===== src/hdl/pixel_replicate_upscaler_macros.svh =====
// assertion macros shared by the upscaler modules
`ifndef PIXEL_REPLICATE_UPSCALER_MACROS_SVH
`define PIXEL_REPLICATE_UPSCALER_MACROS_SVH

// checked only while out of reset
`define PRU_ASSERT(lbl, prop, msg) \
    lbl: assert property (@(posedge i_clk) disable iff (!i_rst_n) (prop)) else $error(msg);

// checked at every edge, reset included
`define PRU_ASSERT_ALWAYS(lbl, prop, msg) \
    lbl: assert property (@(posedge i_clk) (prop)) else $error(msg);

`endif


===== src/hdl/pru_pkg.sv =====
// shared types and constants of the pixel replicate upscaler
package pru_pkg;

    localparam int PIX_W         = 24;
    localparam int SCALE_W       = 7;
    localparam int WIDTH_W       = 11;
    localparam int HEIGHT_W      = 13;
    localparam int PADDR_W       = 4;
    localparam int PDATA_W       = 32;
    localparam int SCALE_MAX     = 100;
    localparam int MAX_IN_HEIGHT = 4096;
    // largest width the 11-bit register can express
    localparam int COL_MAX       = 2047;

    // result queue in the back end, ahead of the output
    localparam int QDEPTH = 4;
    localparam int QAW    = $clog2(QDEPTH);
    localparam int QCW    = $clog2(QDEPTH + 1);

    localparam logic ACT_LOAD  = 1'b0;
    localparam logic ACT_FETCH = 1'b1;

    localparam logic [1:0] REG_SCALE     = 2'd0;
    localparam logic [1:0] REG_IN_WIDTH  = 2'd1;
    localparam logic [1:0] REG_IN_HEIGHT = 2'd2;

    typedef enum logic [1:0] {
        KIND_PIXEL = 2'd0,
        KIND_PAD   = 2'd1,
        KIND_NONE  = 2'd2
    } t_kind;

    // classified fetch request from the front
    typedef struct packed {
        logic  valid;
        logic  is_pixel;
        t_kind kind;
        logic  row_end;
        logic  image_end;
    } t_req;

    // one finished result item
    typedef struct packed {
        logic [PIX_W-1:0] pixel;
        t_kind            kind;
        logic             row_end;
        logic             image_end;
    } t_res;

endpackage


===== src/hdl/pru_chan_if.sv =====


interface pru_out_if import pru_pkg::*; ();
    logic             valid;
    logic             ready;
    logic [PIX_W-1:0] pixel_out;
    t_kind            kind;
    logic             row_end;
    logic             image_end;

    modport source(output valid, output pixel_out, output kind, output row_end,
                   output image_end, input ready);
    modport sink(input valid, input pixel_out, input kind, input row_end,
                 input image_end, output ready);
endinterface


===== src/hdl/pru_back.sv =====
// back end: joins ram data with fetch requests and queues the results
`include "pixel_replicate_upscaler_macros.svh"

module pru_back import pru_pkg::*; (
    input  logic             i_clk,
    input  logic             i_rst_n,
    input  t_req             i_req,
    input  logic [PIX_W-1:0] i_ram_rdata,
    output logic             o_space,
    pru_out_if.source        o_res
);

    logic           r_s1_valid;
    t_req           r_s1;
    t_res           r_q [QDEPTH];
    logic [QAW-1:0] r_wr_ptr, r_rd_ptr;
    logic [QCW-1:0] r_count, n_count;
    logic [QCW-1:0] occupancy;
    logic           push, pop;
    t_res           push_res;
    t_res           head;

    assign push = r_s1_valid;
    assign pop  = o_res.valid && o_res.ready;

    always_comb begin
        push_res.pixel     = r_s1.is_pixel ? i_ram_rdata : '0;
        push_res.kind      = r_s1.kind;
        push_res.row_end   = r_s1.row_end;
        push_res.image_end = r_s1.image_end;
    end

    always_comb begin
        n_count = r_count;
        if (push && !pop) begin
            n_count = r_count + 1'b1;
        end else if (!push && pop) begin
            n_count = r_count - 1'b1;
        end
    end

    // the request in flight in the ram stage already owns a queue slot
    assign occupancy = r_count + QCW'(r_s1_valid);
    assign o_space   = occupancy < QCW'(QDEPTH);

    always_ff @(posedge i_clk) begin
        if (!i_rst_n) begin
            r_s1_valid <= 1'b0;
            r_wr_ptr   <= '0;
            r_rd_ptr   <= '0;
            r_count    <= '0;
        end else begin
            r_s1_valid <= i_req.valid;
            r_count    <= n_count;
            if (push) begin
                r_wr_ptr <= r_wr_ptr + 1'b1;
            end
            if (pop) begin
                r_rd_ptr <= r_rd_ptr + 1'b1;
            end
        end
    end

    always_ff @(posedge i_clk) begin
        r_s1 <= i_req;
        if (push) begin
            r_q[r_wr_ptr] <= push_res;
        end
    end

    assign head            = r_q[r_rd_ptr];
    assign o_res.valid     = r_count != '0;
    assign o_res.pixel_out = head.pixel;
    assign o_res.kind      = head.kind;
    assign o_res.row_end   = head.row_end;
    assign o_res.image_end = head.image_end;

    `PRU_ASSERT(a_queue_bound, occupancy <= QCW'(QDEPTH), "result queue overrun")
    `PRU_ASSERT(a_push_grows, push && !pop |=> r_count == $past(r_count) + 1'b1, "push lost")
    `PRU_ASSERT(a_pop_shrinks, !push && pop |=> r_count == $past(r_count) - 1'b1, "pop lost")

endmodule


===== src/flat_wrapper.sv =====
// flat-port wrapper written by rule: the top's interface ports become plain ports
module pru_back_flat import pru_pkg::*;
  (i_clk, i_rst_n, i_req, i_ram_rdata, o_space, o_res_valid, o_res_pixel_out, o_res_kind, o_res_row_end, o_res_image_end, o_res_ready);
  pru_out_if o_res_i ();
  input  logic i_clk;
  input  logic i_rst_n;
  input  t_req i_req;
  input  logic [PIX_W-1:0] i_ram_rdata;
  output logic o_space;
  output wire logic [$bits(o_res_i.valid)-1:0] o_res_valid;
  output wire logic [$bits(o_res_i.pixel_out)-1:0] o_res_pixel_out;
  output wire logic [$bits(o_res_i.kind)-1:0] o_res_kind;
  output wire logic [$bits(o_res_i.row_end)-1:0] o_res_row_end;
  output wire logic [$bits(o_res_i.image_end)-1:0] o_res_image_end;
  input wire logic [$bits(o_res_i.ready)-1:0] o_res_ready;
  assign o_res_valid = o_res_i.valid;
  assign o_res_pixel_out = o_res_i.pixel_out;
  assign o_res_kind = o_res_i.kind;
  assign o_res_row_end = o_res_i.row_end;
  assign o_res_image_end = o_res_i.image_end;
  assign o_res_i.ready = o_res_ready;
  pru_back u_core (.i_clk(i_clk), .i_rst_n(i_rst_n), .i_req(i_req), .i_ram_rdata(i_ram_rdata), .o_space(o_space), .o_res(o_res_i));
endmodule

===== config.mk =====
export PLATFORM = sky130hd
export DESIGN_NAME = pru_back_flat
export DESIGN_NICKNAME = d
export VERILOG_FILES = /design/src/hdl/pru_pkg.sv /design/src/hdl/pru_chan_if.sv /design/src/hdl/pru_back.sv /design/src/flat_wrapper.sv
export VERILOG_INCLUDE_DIRS = /design/src /design/src/hdl
export SDC_FILE = /design/constraint.sdc
export NUM_CORES = 1
export LEC_CHECK = 0
export BUFFER_PORTS_ARGS = -buffer_cell sky130_fd_sc_hd__buf_2
export CORE_MARGIN = 2
export CORE_UTILIZATION = 51
export CTS_CLUSTER_DIAMETER = 200
export DETAILED_ROUTE_END_ITERATION = 10
export GPL_TIMING_DRIVEN = 0
export PLACE_DENSITY = 0.78
export REMOVE_ABC_BUFFERS = 1
export SLEW_MARGIN = 0
export SYNTH_ARGS = -nofsm -noshare
export SYNTH_HDL_FRONTEND = slang
export SYNTH_SLANG_ARGS = --single-unit
export TNS_END_PERCENT = 10

===== constraint.sdc =====
create_clock -name i_clk -period 1.9 [get_ports i_clk]
set_input_delay 0.19 -clock i_clk [delete_from_list [all_inputs] [get_ports i_clk]]
set_output_delay 0.19 -clock i_clk [all_outputs]
set_load 0.01 [all_outputs]

## Word level (Yosys, flattened, before mapping)

Memories as Yosys holds them, arrays and structs flattened. A register that Yosys moved wholly into a read port is not among the register bits.
Index checks and enable logic that the tools add are counted.

- Flip-flop bits (word level): 13
- Memories: 1
- Memory bits (writable): 112
- Output and inout bits: 30
- Logic and storage cells: 29
- Input port bits: 33

Memory list:

| name | depth | width | rd ports | clocked after Yosys merged registers in | wr ports | line | text |
|---|---|---|---|---|---|---|---|
| u_core.r_q | 4 | 28 | 1 | 1 | 1 | pru_back.sv:15 | `t_res r_q [QDEPTH];` |

- Multiplexer cells: 7
- Add/subtract/negate cells: 5
- Reduce and logical (&&, ||, !) cells: 7
- Magnitude comparators: 1

Operators by type and width:

| operator | count |
|---|---|
| 2-to-1 mux 24 bit | 1 |
| 2-to-1 mux 3 bit | 2 |
| adder 2 x 1 -> 2 bit, second input constant | 2 |
| 2-to-1 mux 2 bit | 2 |
| adder 3 x 1 -> 3 bit | 1 |
| adder 3 x 1 -> 3 bit, second input constant | 1 |
| logical AND 1 bit | 3 |
| less-than comparator 3 bit, second input constant | 1 |
| nonzero test 3 bit | 1 |
| subtractor 3 x 1 -> 3 bit, second input constant | 1 |
| logical NOT 1 bit | 2 |
| 2-to-1 mux 1 bit | 2 |
| nonzero test 2 bit | 1 |

## Depth between registers and ports, before layout

Gate-level depths: netlist (run 1).

- Word-level depth: 5
- Gate-level depth with buffers: 7
- Mapped depth without buffers: 7

## Least setup slack after synthesis (run 1)

No wires, ideal clock.

- Path kind: reg2reg
- Start point: register u_core.r_count[0]
- End point: register u_core.r_count[2]
- Cell stages (with the launch flop): 8
- Library setup time: 0.076 ns
- Slack: -0.002 ns
- Arrival time: 1.827 ns
- Period minus slack after synthesis: 1.902 ns
- Buffers on the path: 0
- Required time: 1.824 ns
- Cells stage by stage: dfxtp_1 -> o31ai_4 -> ha_1 -> inv_1 -> fa_1 -> xor2_1 -> or3_1 -> a21boi_0

- Longest elaborated chain between the ends: 5
- Elaborated cells between the ends (all ways): 10
- Classes of those cells: add/sub: 2; mux: 2; reduce/logical: 6

Ends and longest elaborated chain:

| what | line | text |
|---|---|---|
| from (decl) | pru_back.sv:17 | `logic [QCW-1:0] r_count, n_count;` |
| from (signal assigned) | pru_back.sv:54 | `r_count <= n_count;` |
| branches (longest 5 deep; another with subtractor 3 x 1 -> 3 bit) | -- |  |

Several ways; the timed one is not identified. The select of a mux whose other input is x is not followed.
A chain may end at the register's enable or synchronous reset.

==> reports/results.ini, run 1 <==
[run_status]
outcome = complete, but fails checks
violations = negative setup slack

[cts]
cts_buffer_depth = 2
cts_sinks = 127
cts_max_level = 4
insertion_delay_ps = 490
clockRootBuffer = clkbuf_8
cts_tree = yes
cts.reportedPaths.clkPinSlew_ps = 60
cts_buffers = 17

[synth]
netlist_top_cells_area = edfxtp_1 69%, mux4_2 9.3%, dfxtp_1 6.2%
ys_types = 22
synth_simple_gate_area_share_pct = 4.997
synth_top_family_by_area = multiplexers
synthCells = 223
synth_compound_gate_area_share_pct = 1.030
synthAdderAreaFrac_pct = 1.700
yosysTopAreaCell = edfxtp_1
yosys-mux-area-fraction_pct = 14.01
synth_area_per_cell_sq_um = 21.78
synth_top_area_share_pct = 69.24
synth_xor_xnor_area_share_pct = 1.082
yosys_register_bits = 127
syn_area_sq_mm = 0.004857
ys.warnings.count = 0
yosysSeqAreaShare_pct = 75.43

[placement]
dpl-instance-area_sq_mm = 0.005306
dpl_worst_slack_ps = -237.5
hpwl_mm = 4.539
place.gp.congestion = 0.7003
numPortBuffers = 62

[global_route]
grt_overflow = 0
grt_max_degree = 29
grt_pass1_wl_mm = 12.80
antenna_found_initial = 0
grt_usage_pct = 17.36
grt_pass1_vias = 2460

[worst_setup_path]
path_class = register to output pin
start_kind = register
worstPathRequired_ps = 1710
crit_fanout = 5
r2r-start = u_core.r_count[2]
crit_path_end_kind = output pin
crit_arrival_ps = 1770

[cells_and_area]
layout_commonest_cell = edfxtp_1
drive_above_1_share_pct = 42.77
n_antenna_cell = 0
fin_area_sq_mm = 0.006208
mostFrequentLayoutCells = 112 x edfxtp_1, 39 x buf_2, 31 x and2_1
nets = 351
area_growth_pct = 27.82

[run]
cap_violations = 0

[power]
vdd_drop_max_uv = 854.9
p_per_area_mw_per_mm2 = 1331
p_total_w = 0.008261
p_leak_nw = 2.183

[floorplanning]
io_pins = 63
die_y_microns = 101.6
start_util_pct = 52.57
fp.dieW_microns = 101.6
rows = 35
die_area_sq_mm = 0.01032
core_area_sq_mm = 0.009240

[routing]
route.detailed.drc = 0
antenna_left = 0
num_vias = 2315
routedWlPerCell_microns = 18.27
drtPass1Iterations = 4
totalWireLength_mm = 8.296
drtIter0Drc = 127
routed_via_density = 5.099

[worst_hold_path]
hold_class = input pin to register
hp-start = i_ram_rdata[9]

[timing]
fin_crit_sh_pct = 103.2
finClkSkew_ps = 7.081
relSlewSlack_pct = 38.27
fin_crit_ps = 1961
fmax_mhz = 510.0
setup_viol = 29
rsz0062_at_grt = yes
slew_violations = 0
worst_pin_slew_ps = 924.6
setup_ws_ps = -60.93
finalHoldViolations = 0

[final timing paths]
path / cells after the start / slack [ps] / end
max reg2reg: 7 / -50 / u_core.r_count[2]
min reg2reg: 0 / 480 / u_core.r_q[1][3]
max: 4 / -60 / o_res_image_end
min: 2 / 60 / u_core.r_q[1][13]
[critical path, cell delays in order, from the launching register on]
cell     delay, ps
dfxtp_4        380
buf_4          130
buf_12         110
mux4_2         510
buf_6          140
[state kept, by name, summed over array words and instances, names as in the netlist, named ones only]
| name | cells |
|---|---|
| u_core.r_q | 112 |
| u_core.push_res | 4 |
| u_core.r_s1 | 1 |
| u_core.push | 1 |
| u_core.r_wr_ptr | 2 |
| u_core.r_rd_ptr | 2 |
| u_core.r_count | 3 |
[report_power, final]
part / switching, W / internal, W
clock network: 0.00107 / 0.00205
registers: 0.000150 / 0.00318
logic: 0.000699 / 0.00112
[per-stage QoR]
stage	setup TNS, ps	cells	util (%)	hold slack, ps
6_report	-1202	454	67.19	58.33
3_5_place_dp	-11360	408	57.43	293.6
4_1_cts	-2332	450	65.57	32.94
3_3_place_gp	-43970	406	56.87	293.0
2_1_floorplan	-5313	215	-	217.7
5_1_grt	-3612	454	67.19	48.60
[cell families after synthesis]
family / after synthesis
DFF: 127
and+or+nand+nor: 39
muxes: 30
buffers and inverters: 11
xor gates and xnor gates: 6
adders and majority gates: 6
AOI/OAI and AO/OA: 4
[cell usage after synthesis]
cell,instances
clkbuf_1,2
inv_1,3
nor2b_1,2
mux2i_1,2
buf_6,1
fa_1,1
o311ai_2,1
mux4_2,20
or3_1,2
nand3_1,1
mux4_1,8
ha_1,5
buf_2,3
buf_12,2
and2_1,34
o31ai_4,1
xor2_1,3
edfxtp_1,112
o21ai_0,1
a21boi_0,1
xnor2_1,3
dfxtp_1,15
[what timing repair did]
action / CTS / global route
endpoints found under the hold margin: 12 / 0
hold buffers: 8 / 0
endpoints found under the setup margin: 57 / 29
gates resized for setup: 23 / 19
cloned: 1 / 0
setup buffers: 1 / 4
[per-layer routing]
layer  up-vias  GRT usage (%)  part of all wire, %
met5         -              0                    0
met4         0          5.301                 0.37
met3         4          6.142                  4.9
met2        72          28.44                   52
met1      1165          22.00                   43
li1       1074              -                    -
[final cells by class]
cell class / instances / area (sq um)
multi-input cells: 85 / 1085
repair buffers: 78 / 689.4
clock inverters: 12 / 141.4
inverters: 3 / 11.26
well taps: 129 / 161.4
flip-flops and latches: 127 / 3675
fillers: 624 / 3032
clock buffers: 20 / 445.4
(Power assumes the default switching activity.)
==> run 2, diff against run 1 <==
ABC_AREA = 1   (was not set)
PLACE_DENSITY = 0.77   (was 0.78)
==> reports/results.ini, run 2 <==
[run_status]
outcome = complete, no violations  ; was complete, but fails checks

[synth]
synth-edff-count = 112  ; unchanged
yosysSeqAreaShare_pct = 74.15  ; was 75.43%
synthCells = 394  ; was 223
synth_area_per_cell_sq_um = 12.54  ; was 21.78 sq um
ys_async_sr_fraction_pct = 0  ; unchanged
ys_types = 19  ; was 22
synth.most_common_cell = edfxtp_1  ; unchanged
yosys-top-cells-count = 112 x edfxtp_1, 61 x nor2_1, 45 x o21ai_0  ; was 112 x edfxtp_1, 34 x and2_1, 20 x mux4_2
syn_area_sq_mm = 0.004941  ; was 0.004857 sq mm
synth_top_area_share_pct = 68.07  ; was 69.24%
synthFlopType = edfxtp_1  ; unchanged
netlist_top_cells_area = edfxtp_1 68%, dfxtp_1 6.1%, nor2_1 4.6%  ; was edfxtp_1 69%, mux4_2 9.3%, dfxtp_1 6.2%
ys.warnings.count = 0  ; unchanged
yosysTopAreaCell = edfxtp_1  ; unchanged
yosys_register_bits = 127  ; unchanged

[cells_and_area]
area_growth_pct = 24.94  ; was 27.82%
nFillCells = 712  ; was 624
layout_commonest_cell = edfxtp_1  ; unchanged
multi_input_area_sq_mm = 0.001018  ; was 0.001085 sq mm
largest_reg_flops = 112  ; unchanged
drive_above_1_share_pct = 22.29  ; was 42.77%
largest_register = u_core.r_q  ; unchanged
n_antenna_cell = 0  ; unchanged
final_util_pct = 66.18  ; was 67.19%
mostFrequentLayoutCells = 112 x edfxtp_1, 62 x buf_2, 61 x nor2_1  ; was 112 x edfxtp_1, 39 x buf_2, 31 x and2_1
register_area_sq_mm = 0.003674  ; was 0.003675 sq mm
nets = 524  ; was 351

[global_route]
grt_pass1_vias = 3300  ; was 2,460
grt_pass1_wl_mm = 15.98  ; was 12.80 mm
grt_overflow = 0  ; unchanged
antenna_found_initial = 0  ; unchanged
grt_usage_pct = 21.25  ; was 17.36%
grt_max_degree = 57  ; was 29

[worst_setup_path]
crit_chain = inv_12 -> nor2_1 -> o22ai_1 -> buf_2  ; was buf_4 -> buf_12 -> mux4_2 -> buf_6
r2r-end = u_core.r_q[0][19]  ; was u_core.r_count[2]
r2r_slack_ps = 110  ; was -50 ps
crit_fanout = 56  ; was 5
cpMaxStageDelayCell = dfxtp_4  ; was mux4_2
reg2reg_depth = 4  ; was 7
path_class = register to output pin  ; unchanged
crit_arrival_ps = 1680  ; was 1770 ps
crit_path_max_incr_delay_ps = 410  ; was 510 ps
crit_path_end_kind = output pin  ; unchanged
worstPathRequired_ps = 1710  ; about the same
start_kind = register  ; unchanged
r2r-start = u_core.r_wr_ptr[1]  ; was u_core.r_count[2]

[cts]
cts_tree = yes  ; unchanged
cts_buffer_depth = 2  ; unchanged
cts_buffers = 17  ; unchanged
cts.reportedPaths.clkPinSlew_ps = 60  ; about the same
insertion_delay_ps = 520  ; was 490 ps
clockRootBuffer = clkbuf_8  ; unchanged
cts_max_level = 4  ; unchanged
cts_sinks = 127  ; unchanged

[worst_hold_path]
hold_class = input pin to register  ; unchanged
hold_path_end = u_core.r_q[1][4]  ; was u_core.r_q[1][13]
hp-start = i_ram_rdata[0]  ; was i_ram_rdata[9]
hold_depth = 3  ; was 2

[floorplanning]
io_pins = 63  ; unchanged
rows = 35  ; unchanged
start_util_pct = 52.97  ; was 52.57%
core_area_sq_mm = 0.009328  ; was 0.009240 sq mm
fp.dieW_microns = 102.4  ; was 101.6 microns
die_y_microns = 102.4  ; was 101.6 microns
die_area_sq_mm = 0.01049  ; was 0.01032 sq mm

[timing]
fin_crit_ps = 1872  ; was 1961 ps
relSlewSlack_pct = 31.32  ; was 38.27%
setup_ws_ps = 27.70  ; was -60.93 ps
fin_crit_sh_pct = 98.54  ; was 103.2%
finClkSkew_ps = 10.31  ; was 7.081 ps
slew_violations = 0  ; unchanged
finalHoldViolations = 0  ; unchanged
rsz0062_at_grt = yes  ; unchanged
fmax_mhz = 534.1  ; was 510.0 MHz
worst_pin_slew_ps = 1029  ; was 924.6 ps
setup_viol = 0  ; was 29

[routing]
routed_via_density = 5.255  ; was 5.099
topRoutingLayerUsed = met4  ; unchanged
drtIter0Drc = 178  ; was 127
drtPass1Iterations = 5  ; was 4
totalWireLength_mm = 10.36  ; was 8.296 mm
drt-met1-wl_mm = 4.295  ; was 3.544 mm
num_vias = 3295  ; was 2,315
antenna_left = 0  ; unchanged
routed-wl-met2_mm = 5.114  ; was 4.312 mm
wl_met3_microns = 692  ; was 408 microns
route.detailed.drc = 0  ; unchanged
routedWlPerCell_microns = 16.52  ; was 18.27 microns

[power]
p_leak_nw = 2.421  ; was 2.183 nW
p_per_area_mw_per_mm2 = 1191  ; was 1331 mW/mm^2
vdd_drop_max_uv = 627.5  ; was 854.9 uV

[run]
cap_violations = 0  ; unchanged

[placement]
numPortBuffers = 62  ; unchanged
hpwl_mm = 5.231  ; was 4.539 mm
place.gp.congestion = 0.7471  ; was 0.7003
dpl_worst_slack_ps = -1041  ; was -237.5 ps

-- run 2: changes by cell type after synthesis, sizes merged, moves of 6 or more --
cell and delta:
nand2 +40, nor2 +61, a21oi +6, mux4 -28
and2 -34, o21ai +59, inv +38, o22ai +28
clkbuf +7
-- run 2: layout make-up --
cell class,count,area share [%]
timing repair buffer,91,9.870
multi-input combinational,206,16.50
sequential,127,59.51
clock inverter,9,1.155
inverter,42,3.121
tap,129,2.615
clock buffer,23,7.236
-- run 2: power breakdown --
part           total (W)  switching [W]  internal, W
Combinational    0.00127       0.000784     0.000487
Clock            0.00282        0.00107      0.00175
Sequential       0.00326       0.000111      0.00315
-- run 2: per-stage QoR --
| step | TNS, ps | hold WS (ps) | instance area, sq um | std cells | total power [W] |
|---|---|---|---|---|---|
| 2_1_floorplan | -8869 | 217.7 | 4817 | 375 | 0.003943 |
| 3_3_place_gp | -40460 | 292.8 | 5289 | 566 | 0.004352 |
| 3_5_place_dp | -35780 | 294.4 | 5290 | 566 | 0.004405 |
| 4_1_cts | 0 | 1.074 | 6142 | 627 | 0.007357 |
| 5_1_grt | -516.5 | 16.79 | 6173 | 627 | 0.007681 |
| 6_report | 0 | 18.89 | 6173 | 627 | 0.007353 |
-- run 2: how the worst max path moves through the flow --
stage	startpoint	end	slack [ps]	depth (start not counted)
after global placement	register	o_res_pixel_out[1]	-1360	4
final	register	o_res_pixel_out[13]	30	4
after detailed placement	register	o_res_pixel_out[13]	-1040	4
after global routing	register	o_res_pixel_out[13]	-50	4
after floorplan	register	o_res_image_end	-340	3
after CTS	register	o_res_pixel_out[13]	9	4
-- run 2: critical path: cells and delay by family (launching register included) --
kind | cells | cell delay (ps)
buf+inv | 2 | 370
flops | 1 | 410
simple gates | 1 | 80
compound gates | 1 | 250
-- run 2: repair_timing --
item,CTS,global route
setup endpoints to repair,140,111
gates resized for setup,13,11
endpoints found under the hold margin,61,0
gates cloned,0,0
pin swaps,0,2
buffers inserted,6,0
hold buffers,23,0
-- run 2: per-layer routing --
metal / global-route usage (%) / vias up
met5: 0 / -
met1: 25.35 / 1568
met2: 35.29 / 127
li1: - / 1571
met4: 11.18 / 0
met3: 5.814 / 29
-- run 2: cells by family after synthesis --
group | Yosys count | share of synthesized area (%)
adder cells (fa/ha/maj) | 6 | 1.671
buffers and inverters | 61 | 5.697
AND/OR/NAND/NOR | 105 | 8.078
AO/OA/AOI/OAI | 94 | 10.23
flip-flops | 127 | 74.15
XOR/XNOR | 1 | 0.1773
