$ cat src/hdl/pixel_replicate_upscaler_macros.svh
// assertion macros shared by the upscaler modules
`ifndef PIXEL_REPLICATE_UPSCALER_MACROS_SVH
`define PIXEL_REPLICATE_UPSCALER_MACROS_SVH

// checked only while out of reset
`define PRU_ASSERT(lbl, prop, msg) \
    lbl: assert property (@(posedge i_clk) disable iff (!i_rst_n) (prop)) else $error(msg);

// checked at every edge, reset included
`define PRU_ASSERT_ALWAYS(lbl, prop, msg) \
    lbl: assert property (@(posedge i_clk) (prop)) else $error(msg);

`endif

$ cat src/hdl/pru_pkg.sv
// shared types and constants of the pixel replicate upscaler
package pru_pkg;

    localparam int PIX_W         = 24;
    localparam int SCALE_W       = 7;
    localparam int WIDTH_W       = 11;
    localparam int HEIGHT_W      = 13;
    localparam int PADDR_W       = 4;
    localparam int PDATA_W       = 32;
    localparam int SCALE_MAX     = 100;
    localparam int MAX_IN_HEIGHT = 4096;
    // largest width the 11-bit register can express
    localparam int COL_MAX       = 2047;

    // result queue in the back end, ahead of the output
    localparam int QDEPTH = 4;
    localparam int QAW    = $clog2(QDEPTH);
    localparam int QCW    = $clog2(QDEPTH + 1);

    localparam logic ACT_LOAD  = 1'b0;
    localparam logic ACT_FETCH = 1'b1;

    localparam logic [1:0] REG_SCALE     = 2'd0;
    localparam logic [1:0] REG_IN_WIDTH  = 2'd1;
    localparam logic [1:0] REG_IN_HEIGHT = 2'd2;

    typedef enum logic [1:0] {
        KIND_PIXEL = 2'd0,
        KIND_PAD   = 2'd1,
        KIND_NONE  = 2'd2
    } t_kind;

    // classified fetch request from the front
    typedef struct packed {
        logic  valid;
        logic  is_pixel;
        t_kind kind;
        logic  row_end;
        logic  image_end;
    } t_req;

    // one finished result item
    typedef struct packed {
        logic [PIX_W-1:0] pixel;
        t_kind            kind;
        logic             row_end;
        logic             image_end;
    } t_res;

endpackage

$ cat src/hdl/pru_chan_if.sv
// request and result channel interfaces of the upscaler
interface pru_in_if import pru_pkg::*; ();
    logic             valid;
    logic             ready;
    logic             action;
    logic [PIX_W-1:0] pixel_in;

    modport source(output valid, output action, output pixel_in, input ready);
    modport sink(input valid, input action, input pixel_in, output ready);
endinterface


$ cat src/hdl/pru_front.sv
// front end: accepts requests, keeps the row and image counters, issues ram accesses
`include "pixel_replicate_upscaler_macros.svh"

module pru_front import pru_pkg::*; #(
    parameter int AW = 10
) (
    input  logic                i_clk,
    input  logic                i_rst_n,
    input  logic                i_restart,
    input  logic [SCALE_W-1:0]  i_eff_scale,
    input  logic [WIDTH_W-1:0]  i_eff_width,
    input  logic [HEIGHT_W-1:0] i_eff_height,
    input  logic [1:0]          i_pad,
    input  logic                i_space,
    pru_in_if.sink              i_req,
    output logic                o_ram_we,
    output logic [AW-1:0]       o_ram_waddr,
    output logic [PIX_W-1:0]    o_ram_wdata,
    output logic                o_ram_re,
    output logic [AW-1:0]       o_ram_raddr,
    output t_req                o_req
);

    logic [WIDTH_W-1:0]  r_load_col, n_load_col;
    logic                r_row_ready, n_row_ready;
    logic [SCALE_W-1:0]  r_copy, n_copy;
    logic [WIDTH_W-1:0]  r_src_col, n_src_col;
    logic [SCALE_W-1:0]  r_rep_row, n_rep_row;
    logic [1:0]          r_pad_left, n_pad_left;
    logic [HEIGHT_W-1:0] r_rows_done, n_rows_done;
    logic                r_img_done, n_img_done;
    logic                accept;
    logic                line_done;

    assign i_req.ready = i_space;
    assign accept      = i_req.valid && i_space;

    always_comb begin
        n_load_col  = r_load_col;
        n_row_ready = r_row_ready;
        n_copy      = r_copy;
        n_src_col   = r_src_col;
        n_rep_row   = r_rep_row;
        n_pad_left  = r_pad_left;
        n_rows_done = r_rows_done;
        n_img_done  = r_img_done;
        line_done   = 1'b0;

        o_ram_we          = 1'b0;
        o_ram_waddr       = r_load_col[AW-1:0];
        o_ram_wdata       = i_req.pixel_in;
        o_ram_re          = 1'b0;
        o_ram_raddr       = r_src_col[AW-1:0];
        o_req.valid       = 1'b0;
        o_req.is_pixel    = 1'b0;
        o_req.kind        = KIND_NONE;
        o_req.row_end     = 1'b0;
        o_req.image_end   = 1'b0;

        if (i_restart) begin
            n_load_col  = '0;
            n_row_ready = 1'b0;
            n_copy      = '0;
            n_src_col   = '0;
            n_rep_row   = '0;
            n_pad_left  = '0;
            n_rows_done = '0;
            n_img_done  = 1'b0;
        end else if (accept) begin
            if (i_req.action == ACT_LOAD) begin
                if (!r_row_ready && !r_img_done && (r_load_col < i_eff_width)) begin
                    o_ram_we   = 1'b1;
                    n_load_col = r_load_col + 1'b1;
                    if (n_load_col >= i_eff_width) begin
                        n_load_col  = '0;
                        n_row_ready = 1'b1;
                        n_copy      = '0;
                        n_src_col   = '0;
                        n_rep_row   = '0;
                        n_pad_left  = '0;
                    end
                end
            end else begin
                o_req.valid = 1'b1;
                if (!r_row_ready || r_img_done) begin
                    o_req.kind = KIND_NONE;
                end else if (r_pad_left == 2'd0) begin
                    o_req.kind     = KIND_PIXEL;
                    o_req.is_pixel = 1'b1;
                    o_ram_re       = 1'b1;
                    n_copy         = r_copy + 1'b1;
                    if (n_copy >= i_eff_scale) begin
                        n_copy    = '0;
                        n_src_col = r_src_col + 1'b1;
                        if (n_src_col >= i_eff_width) begin
                            n_src_col = '0;
                            if (i_pad != 2'd0) begin
                                n_pad_left = i_pad;
                            end else begin
                                line_done = 1'b1;
                            end
                        end
                    end
                end else begin
                    o_req.kind = KIND_PAD;
                    n_pad_left = r_pad_left - 1'b1;
                    if (n_pad_left == 2'd0) begin
                        line_done = 1'b1;
                    end
                end

                if (line_done) begin
                    o_req.row_end = 1'b1;
                    n_rep_row     = r_rep_row + 1'b1;
                    if (n_rep_row >= i_eff_scale) begin
                        n_rep_row   = '0;
                        n_row_ready = 1'b0;
                        n_rows_done = r_rows_done + 1'b1;
                        if (n_rows_done >= i_eff_height) begin
                            n_img_done      = 1'b1;
                            o_req.image_end = 1'b1;
                        end
                    end
                end
            end
        end
    end

    always_ff @(posedge i_clk) begin
        if (!i_rst_n) begin
            r_load_col  <= '0;
            r_row_ready <= 1'b0;
            r_copy      <= '0;
            r_src_col   <= '0;
            r_rep_row   <= '0;
            r_pad_left  <= '0;
            r_rows_done <= '0;
            r_img_done  <= 1'b0;
        end else begin
            r_load_col  <= n_load_col;
            r_row_ready <= n_row_ready;
            r_copy      <= n_copy;
            r_src_col   <= n_src_col;
            r_rep_row   <= n_rep_row;
            r_pad_left  <= n_pad_left;
            r_rows_done <= n_rows_done;
            r_img_done  <= n_img_done;
        end
    end

    `PRU_ASSERT(a_pad_only_in_row, r_pad_left != 2'd0 |-> r_row_ready, "pad pending without ready row")
    `PRU_ASSERT(a_done_no_row, r_img_done |-> !r_row_ready, "row ready after image done")
    `PRU_ASSERT(a_counters_in_range, r_row_ready |-> (r_copy < i_eff_scale) && (r_src_col < i_eff_width) && (r_rep_row < i_eff_scale), "fetch counter out of range")
    `PRU_ASSERT(a_load_col_in_range, !r_row_ready |-> r_load_col < i_eff_width, "load column past row width")

endmodule

$ cat src/flat_wrapper.sv
// flat-port wrapper written by rule: the top's interface ports become plain ports
module pru_front_flat import pru_pkg::*;
#(
    parameter int AW = 10
)
  (i_clk, i_rst_n, i_restart, i_eff_scale, i_eff_width, i_eff_height, i_pad, i_space, o_ram_we, o_ram_waddr, o_ram_wdata, o_ram_re, o_ram_raddr, o_req, i_req_valid, i_req_action, i_req_pixel_in, i_req_ready);
  pru_in_if i_req_i ();
  input  logic i_clk;
  input  logic i_rst_n;
  input  logic i_restart;
  input  logic [SCALE_W-1:0] i_eff_scale;
  input  logic [WIDTH_W-1:0] i_eff_width;
  input  logic [HEIGHT_W-1:0] i_eff_height;
  input  logic [1:0] i_pad;
  input  logic i_space;
  output logic o_ram_we;
  output logic [AW-1:0] o_ram_waddr;
  output logic [PIX_W-1:0] o_ram_wdata;
  output logic o_ram_re;
  output logic [AW-1:0] o_ram_raddr;
  output t_req o_req;
  input wire logic [$bits(i_req_i.valid)-1:0] i_req_valid;
  input wire logic [$bits(i_req_i.action)-1:0] i_req_action;
  input wire logic [$bits(i_req_i.pixel_in)-1:0] i_req_pixel_in;
  output wire logic [$bits(i_req_i.ready)-1:0] i_req_ready;
  assign i_req_i.valid = i_req_valid;
  assign i_req_i.action = i_req_action;
  assign i_req_i.pixel_in = i_req_pixel_in;
  assign i_req_ready = i_req_i.ready;
  pru_front #(.AW(AW)) u_core (.i_clk(i_clk), .i_rst_n(i_rst_n), .i_restart(i_restart), .i_eff_scale(i_eff_scale), .i_eff_width(i_eff_width), .i_eff_height(i_eff_height), .i_pad(i_pad), .i_space(i_space), .i_req(i_req_i), .o_ram_we(o_ram_we), .o_ram_waddr(o_ram_waddr), .o_ram_wdata(o_ram_wdata), .o_ram_re(o_ram_re), .o_ram_raddr(o_ram_raddr), .o_req(o_req));
endmodule
$ cat config.mk
export PLATFORM = sky130hd
export DESIGN_NAME = pru_front_flat
export DESIGN_NICKNAME = d
export VERILOG_FILES = /design/src/hdl/pru_pkg.sv /design/src/hdl/pru_chan_if.sv /design/src/hdl/pru_front.sv /design/src/flat_wrapper.sv
export VERILOG_INCLUDE_DIRS = /design/src /design/src/hdl
export SDC_FILE = /design/constraint.sdc
export NUM_CORES = 1
export LEC_CHECK = 0
export BUFFER_PORTS_ARGS = -buffer_cell sky130_fd_sc_hd__buf_4
export CORE_UTILIZATION = 55
export CTS_CLUSTER_SIZE = 20
export DETAILED_ROUTE_END_ITERATION = 10
export HOLD_SLACK_MARGIN = 0.08
export PLACE_DENSITY = 0.89
export SETUP_SLACK_MARGIN = 0.05
export SYNTH_ARGS = -nofsm -noshare
export SYNTH_HDL_FRONTEND = slang
export SYNTH_SLANG_ARGS = --single-unit
export TNS_END_PERCENT = 100
$ cat constraint.sdc
create_clock -name i_clk -period 4.25 [get_ports i_clk]
set_input_delay 0.2125 -clock i_clk [delete_from_list [all_inputs] [get_ports i_clk]]
set_output_delay 0.2125 -clock i_clk [all_outputs]
set_load 0.05 [all_outputs]
# Word-level counts from Yosys, hierarchy flattened
# Index checks and enable logic that the tools add are counted.
# totals
regBits	53
input_bits	63
output_inout_bits	53
wordCells	106
# op_classes
n_addsub	6
n_lt_le_gt_ge	6
n_eq_ne	8
n_mux	56
bitwise_logic	2
reduce_logical	20
# ops
op	n
$mux 11	8
$mux 7	9
$mux 1	26
$add 11x1->11 const B	2
$ge 11x11->1	2
$mux 2	10
$mux 6	3
$reduce_and 5->1	3
$add 7x1->7 const B	2
$ge 7x7->1	2
$add 13x1->13 const B	1
$ge 13x13->1	1
$lt 11x11->1	1
$ne 3x3->1 const B	3
$ne 2x1->1 const B	4
$reduce_and 4->1	2
$reduce_and 7->1	1
$reduce_and 6->1	1
$reduce_bool 2->1	3
$logic_not 2->1	2
$logic_and 1x1->1	3
$reduce_and 3->1	1
$logic_not 1->1	2
$ne 2x2->1 const B	1
other kinds (4)	5

# Depth between registers and ports, before layout
# Gate-level depths: netlist (run 1).
# logic_depth
depth_word	13
ltp_mapped	15
depth_no_buf	14

# Worst setup path before layout (run 1)
# No wires, ideal clock.
# synth_timing
path_type	register -> output
from	reg u_core.r_src_col[0]
to	out o_req[1] (netlist name)
t_arrival_ns	3.454
required_time_ns	4.038
setup_slack_ns	0.583
path_stages_with_launch	13
path_cell_list	dfxtp_1 ha_1 and3_1 and3_1 xor2_1 ha_1 and3_1 a221o_1 a41oi_2 o21ai_4 a31oi_4 buf_6 nor3_1
# synth_lines
element	line	text
start, declared	pru_front.sv:27	logic [WIDTH_W-1:0] r_src_col, n_src_col;
start signal, assigned	pru_front.sv:143	r_src_col <= n_src_col;
end, declared	flat_wrapper.sv:21	output t_req o_req;

==> results of run 1 <==
metrics by stage:
step	hold slack, ns	power, mW	area (µm²)	worst slack [ns]
2_1_floorplan	0.428	0.647	4900	0.583
3_3_place_gp	0.425	0.634	5110	0.718
3_5_place_dp	0.425	0.639	5110	0.534
4_1_cts	0.250	1.00	5230	0.134
5_1_grt	0.264	1.04	5230	0.0807
6_report	0.255	1.00	5230	0.300
worst register-to-register path: stages (launching register included):
cell     delay (ns)
dfxtp_1        0.43
ha_1           0.28
nand3_1        0.19
nor2_1         0.29
nand3_1        0.21
nor2_1         0.18
xor2_1         0.22
ha_1           0.28
a21oi_1        0.16
o21ai_0        0.12
a21oi_2        0.16
o21a_1         0.63
a22o_1         0.35
mux2_2         0.17
worst paths after layout:
path,depth (start not counted),end,slack (ns),startpoint
max,13,o_req[0],0.30,u_core.r_src_col[0]
min,4,u_core.r_pad_left[1],0.25,i_pad[1]
max reg2reg,13,u_core.r_rep_row[0],0.53,u_core.r_load_col[1]
min reg2reg,2,u_core.r_copy[6],0.48,u_core.r_copy[6]
cells by family (layout without fill, tap and decap cells):
family / Yosys count / in the layout / share of synthesized area
compound gates: 132 / 132 / 0.194
buf+inv: 99 / 113 / 0.119
simple gates: 209 / 209 / 0.216
mux: 9 / 9 / 0.0187
flops: 53 / 53 / 0.217
xor+xnor: 39 / 39 / 0.0698
fa+ha+maj: 65 / 65 / 0.166
layer usage:
| layer | vias up | wire length, µm | global-route usage |
|---|---|---|---|
| li1 | 2154 | - | - |
| met1 | 2022 | 4950 | 0.314 |
| met2 | 185 | 5570 | 0.438 |
| met3 | 26 | 803 | 0.0442 |
| met4 | 0 | 221 | 0.0772 |
| met5 | - | 0 | 0 |
where the power goes:
part	total (mW)	switching, mW	internal (mW)	leakage [nW]
combinational	0.133	0.0792	0.0534	2.13
clock	0.374	0.182	0.193	0.0585
sequential	0.497	0.000551	0.497	0.427
area by class of cell:
type,count,area [µm²],share of cell area
Inverter,34,128,0.0244
Timing Repair Buffer,71,533,0.102
Clock buffer,7,86.3,0.0165
Clock inverter,1,30.0,0.00574
Multi-Input combinational cell,454,3260,0.623
Sequential cell,53,1060,0.203
Tap cell,108,135,0.0258
flip-flops by register name, summed over array words and instances (netlist names):
signal              count
u_core.r_src_col       11
u_core.r_rows_done     13
u_core.r_load_col      11
u_core.r_img_done       1
u_core.r_pad_left       2
u_core.r_row_ready      1
u_core.r_copy           7
u_core.r_rep_row        7
placed cells by master (no fill, tap or decap), types with 2 or more instances in the layout:
cell type	count
a211oi_1	6
a21o_1	10
a21oi_1	29
a221o_1	4
a22o_1	7
a22oi_1	4
a31oi_1	10
a41o_1	7
and3_1	9
and3_2	6
buf_4	71
clkbuf_8	6
dfxtp_1	53
ha_1	65
inv_1	34
mux2i_1	8
nand2_1	49
nand2b_1	8
nand3_1	23
nand3_2	4
nand3b_1	3
nand4_1	15
nor2_1	57
nor2b_1	17
nor3_1	3
nor3b_1	2
nor4_1	2
o211ai_1	4
o21a_1	3
o21ai_0	16
o21ai_1	4
o21ai_2	3
o22ai_1	2
o311ai_1	5
o31ai_1	6
o41ai_1	2
or3_1	4
xnor2_1	14
xor2_1	25
==> reports/results.ini, run 1 <==
[status]
status=finished, final reports clean

[yosys]
syn_nets=734
synth-main-ff-cell=dfxtp_1
yosysMostFrequentCell=ha_1
yosysWarnings=0
synthArstFlopShare=0
synthCells=606
yosysSeqAreaShare=0.217
netlist_area_mm2=0.00490
avgSynthCellArea_um2=8.08
yosysTopAreaCell=dfxtp_1
ys_ff_latch=53
synth_edf_count=0
netlist.area_leader.share=0.217
synth_area_leaders=dfxtp_1, ha_1, buf_4
synth_cell_types=59
yosys-top-cells-count=ha_1, nor2_1, dfxtp_1, nand2_1, buf_4

[worst_setup_path]
critPathRequiredTime_ns=4.04
worst_setup_path_start_kind=flop
slowest_stage=dfxtp_1
arrival_ns=3.74
worstSetupPathType=reg2out
slowest_delay_ns=0.44
crit_path_end_kind=output pin
crit_chain=ha_1, and3_1, and3_1, xor2_1, ha_1, a21o_1, a221o_1, a41oi_2, o21ai_4, a31o_2, o211ai_1, nor2_1, buf_4
cp_max_fo=19
critPathTopFamily=compound AO/OA/AOI/OAI gates
worst-path-buf-inv=1

[timing]
fin_skew_ns=0.00884
min_period_ns=3.95
setup_viol_count_final=0
setup-tns-final_ns=0
max_clock_freq_mhz=253
period_share=0.929
hold_violations=0
rsz0062_at_grt=no
slew_headroom=0.133
finalMaxSlewViolations=0
worstMarginPinSlew_ns=1.30

[pwr]
ir_drop_mv=0.134
power_density_mw_per_mm2=192
p_leak_nw=2.62

[final_layout]
final_core_util=0.603
nFillCells=761
num-nets-final=747
fin_cells=728
drive_gt1_frac=0.165
areaGrowthSynthToFinish_pct=6.80
diodes=0

[placed_design]
dp_cells=720
portBuffers=67
dp_hpwl_mm=8.67
gp_congestion=0.888

[route]
drt-pass1-iter-count=5
post_drt_via_cell_ratio=6.03
wl_per_cell_um=15.8
drc=0
antenna_left=0
finalWirelength_mm=11.5
drtIter0Drc=252
vias=4387

[clock_tree]
cts_tree=built
cts_root_buf=clkbuf_8
htree_levels=2
cts_buffer_depth=2
cts.sinks=53
numCtsBuffers=5
clk_pin_slew_worst_paths_ns=0.10
ctsResizeCount=0
post_cts_buffers=0
cts_hold_repair.buffers=0
clock_latency_ns=0.32

[global_routing]
grt_pass1_vias=4061
grt_use_total=0.251
grt_start_max_net_pins=38
overflow=0
grt_pass1_wl_mm=18.4
antenna_found_initial=0

[floorplanning]
fp-row-count=34
die_h_um=96.4
start_util=0.564
die_width_um=96.4
core_mm2=0.00868
io_pins=116
die_area_mm2=0.00929

[run]
max_cap_violations=0

[worst_hold_path]
hold_path.class=in2reg

(Power assumes the default switching activity.)
==> run 2: changes to the inputs <==
--- a/config.mk
+++ b/config.mk
@@ -6,7 +6,7 @@
 export SDC_FILE = /design/constraint.sdc
 export NUM_CORES = 1
 export LEC_CHECK = 0
-export BUFFER_PORTS_ARGS = -buffer_cell sky130_fd_sc_hd__buf_4
+export BUFFER_PORTS_ARGS = -buffer_cell sky130_fd_sc_hd__buf_2
 export CORE_UTILIZATION = 55
 export CTS_CLUSTER_SIZE = 20
 export DETAILED_ROUTE_END_ITERATION = 10
==> reports/results.ini, run 2 (same netlist as run 1, synthesis figures left out) <==
[final_layout]
areaGrowthSynthToFinish_pct=3.81
num-nets-final=747
drive_gt1_frac=0.170
max_flop_register=u_core.r_rows_done
final_common_cell=buf_2
final_cell_mix=buf_2, ha_1, nor2_1
diodes=0
largest_register_ffs=13
top_regs=u_core.r_rows_done: 13 flops, u_core.r_load_col: 11 flops, u_core.r_src_col: 11 flops
design_area_mm2=0.00508

[floorplanning]
fp-row-count=34
die_area_mm2=0.00929
start_util=0.564
die_h_um=96.4
io_pins=116
core_mm2=0.00868
die_width_um=96.4

[worst_setup_path]
crit_top_cell=and3_2
worstSetupPathType=reg2out
arrival_ns=3.73
slowest_stage=dfxtp_1
r2r_cells=13
worst_setup_path_start_kind=flop
critPathRequiredTime_ns=4.04
crit_chain=ha_2, and3_1, and3_2, and3_2, and3_2, nand3_2, xnor2_1, ha_1, nand4_1, nor4_4, nor2_1, nand2_1, o211ai_1, nor2_1, clkbuf_4
slowest_delay_ns=0.46
r2r_start=u_core.r_load_col[1]
ff2ff_setup_slack_ns=0.58
r2r-end=u_core.r_rep_row[5]
cp_max_fo=6
crit_path_end_kind=output pin

[route]
drc=0
post_drt_via_cell_ratio=6.03
vias=4383
drtIter0Drc=272
drt-pass1-iter-count=5
finalWirelength_mm=11.4
wl_per_cell_um=15.7
antenna_left=0

[timing]
worst_slack_ns=0.308
rsz0062_at_grt=no
slew_headroom=0.495
fin_skew_ns=0.00473
setup_viol_count_final=0
finalMaxSlewViolations=0
min_period_ns=3.94
worstMarginPinSlew_ns=0.755
max_clock_freq_mhz=254
hold_violations=0
hold_ws_ns=0.263
setup-tns-final_ns=0
period_share=0.928

[placed_design]
dp_hpwl_mm=8.62
portBuffers=67
place_area_mm2=0.00495
pre_cts_slack_ns=0.516
gp_congestion=0.860

[worst_hold_path]
hold_path.class=in2reg
min_to=u_core.r_pad_left[1]
hold_depth=4
worstHoldStart=i_pad[1]

[run]
max_cap_violations=0

[clock_tree]
htree_levels=2
cts_tree=built
clk_pin_slew_worst_paths_ns=0.09
cts.sinks=53
clock_latency_ns=0.31
cts_root_buf=clkbuf_8
numCtsBuffers=5
post_cts_buffers=0
cts_buffer_depth=2

[pwr]
ir_drop_mv=0.123
power_density_mw_per_mm2=190
p_leak_nw=2.59

[global_routing]
grt_use_total=0.255
grt_pass1_vias=4110
grt_pass1_wl_mm=18.8
antenna_found_initial=0
overflow=0
grt_start_max_net_pins=38

[status]
status=finished, final reports clean

[run 2: how the worst max path moves through the flow]
stage / start / cells after the start / to
floorplan: u_core.r_src_col[0] / 12 / o_req[1]
global placement: u_core.r_rows_done[0] / 15 / o_req[0]
detailed placement: u_core.r_src_col[0] / 13 / o_req[0]
CTS: u_core.r_src_col[0] / 13 / o_req[0]
global route: u_core.r_rows_done[0] / 15 / o_req[0]
finish: u_core.r_rows_done[0] / 15 / o_req[0]
[run 2: critical path: cells and delay by family, from the launching register on]
kind            cells  cell delay [ns]
flops               1             0.46
fa+ha+maj           2             0.59
xor+xnor            1             0.17
simple gates       10             1.85
compound gates      1             0.10
buf+inv             1             0.24
[run 2: final cells by class]
type                       instances  area, µm²
clock inverter                     2       35.0
timing repair buffer              71        368
clock buffer                       5       68.8
multi-input combinational        454       3290
fill                             779       3590
tap                              108        135
inverter                          34        128
sequential                        53       1060
[run 2: where the power goes]
group	internal [mW]	switching, mW	leakage [nW]
clock network	0.172	0.175	0.0540
registers	0.497	0.000541	0.427
logic	0.0431	0.0795	2.11
total	0.711	0.255	2.59
[run 2: repair_timing]
item / 4_1_cts / 5_1_grt
hold buffers: 0 / 0
endpoints found under the setup margin: 0 / 1
resized for setup: 0 / 7
[run 2: layer usage]
layer	vias up	wire length [µm]	part of all wire	GRT usage
li1	2148	-	-	-
met4	0	229	0.020	0.0772
met3	31	753	0.066	0.0387
met5	-	0	0	0
met1	2016	4890	0.43	0.323
met2	188	5550	0.49	0.446
[run 2: through the flow]
| step | cells | power [mW] | utilization |
|---|---|---|---|
| 2_1_floorplan | 606 | 0.647 | - |
| 3_3_place_gp | 720 | 0.623 | 0.570 |
| 3_5_place_dp | 720 | 0.628 | 0.570 |
| 4_1_cts | 727 | 0.967 | 0.582 |
| 5_1_grt | 727 | 1.01 | 0.586 |
| 6_report | 727 | 0.966 | 0.586 |
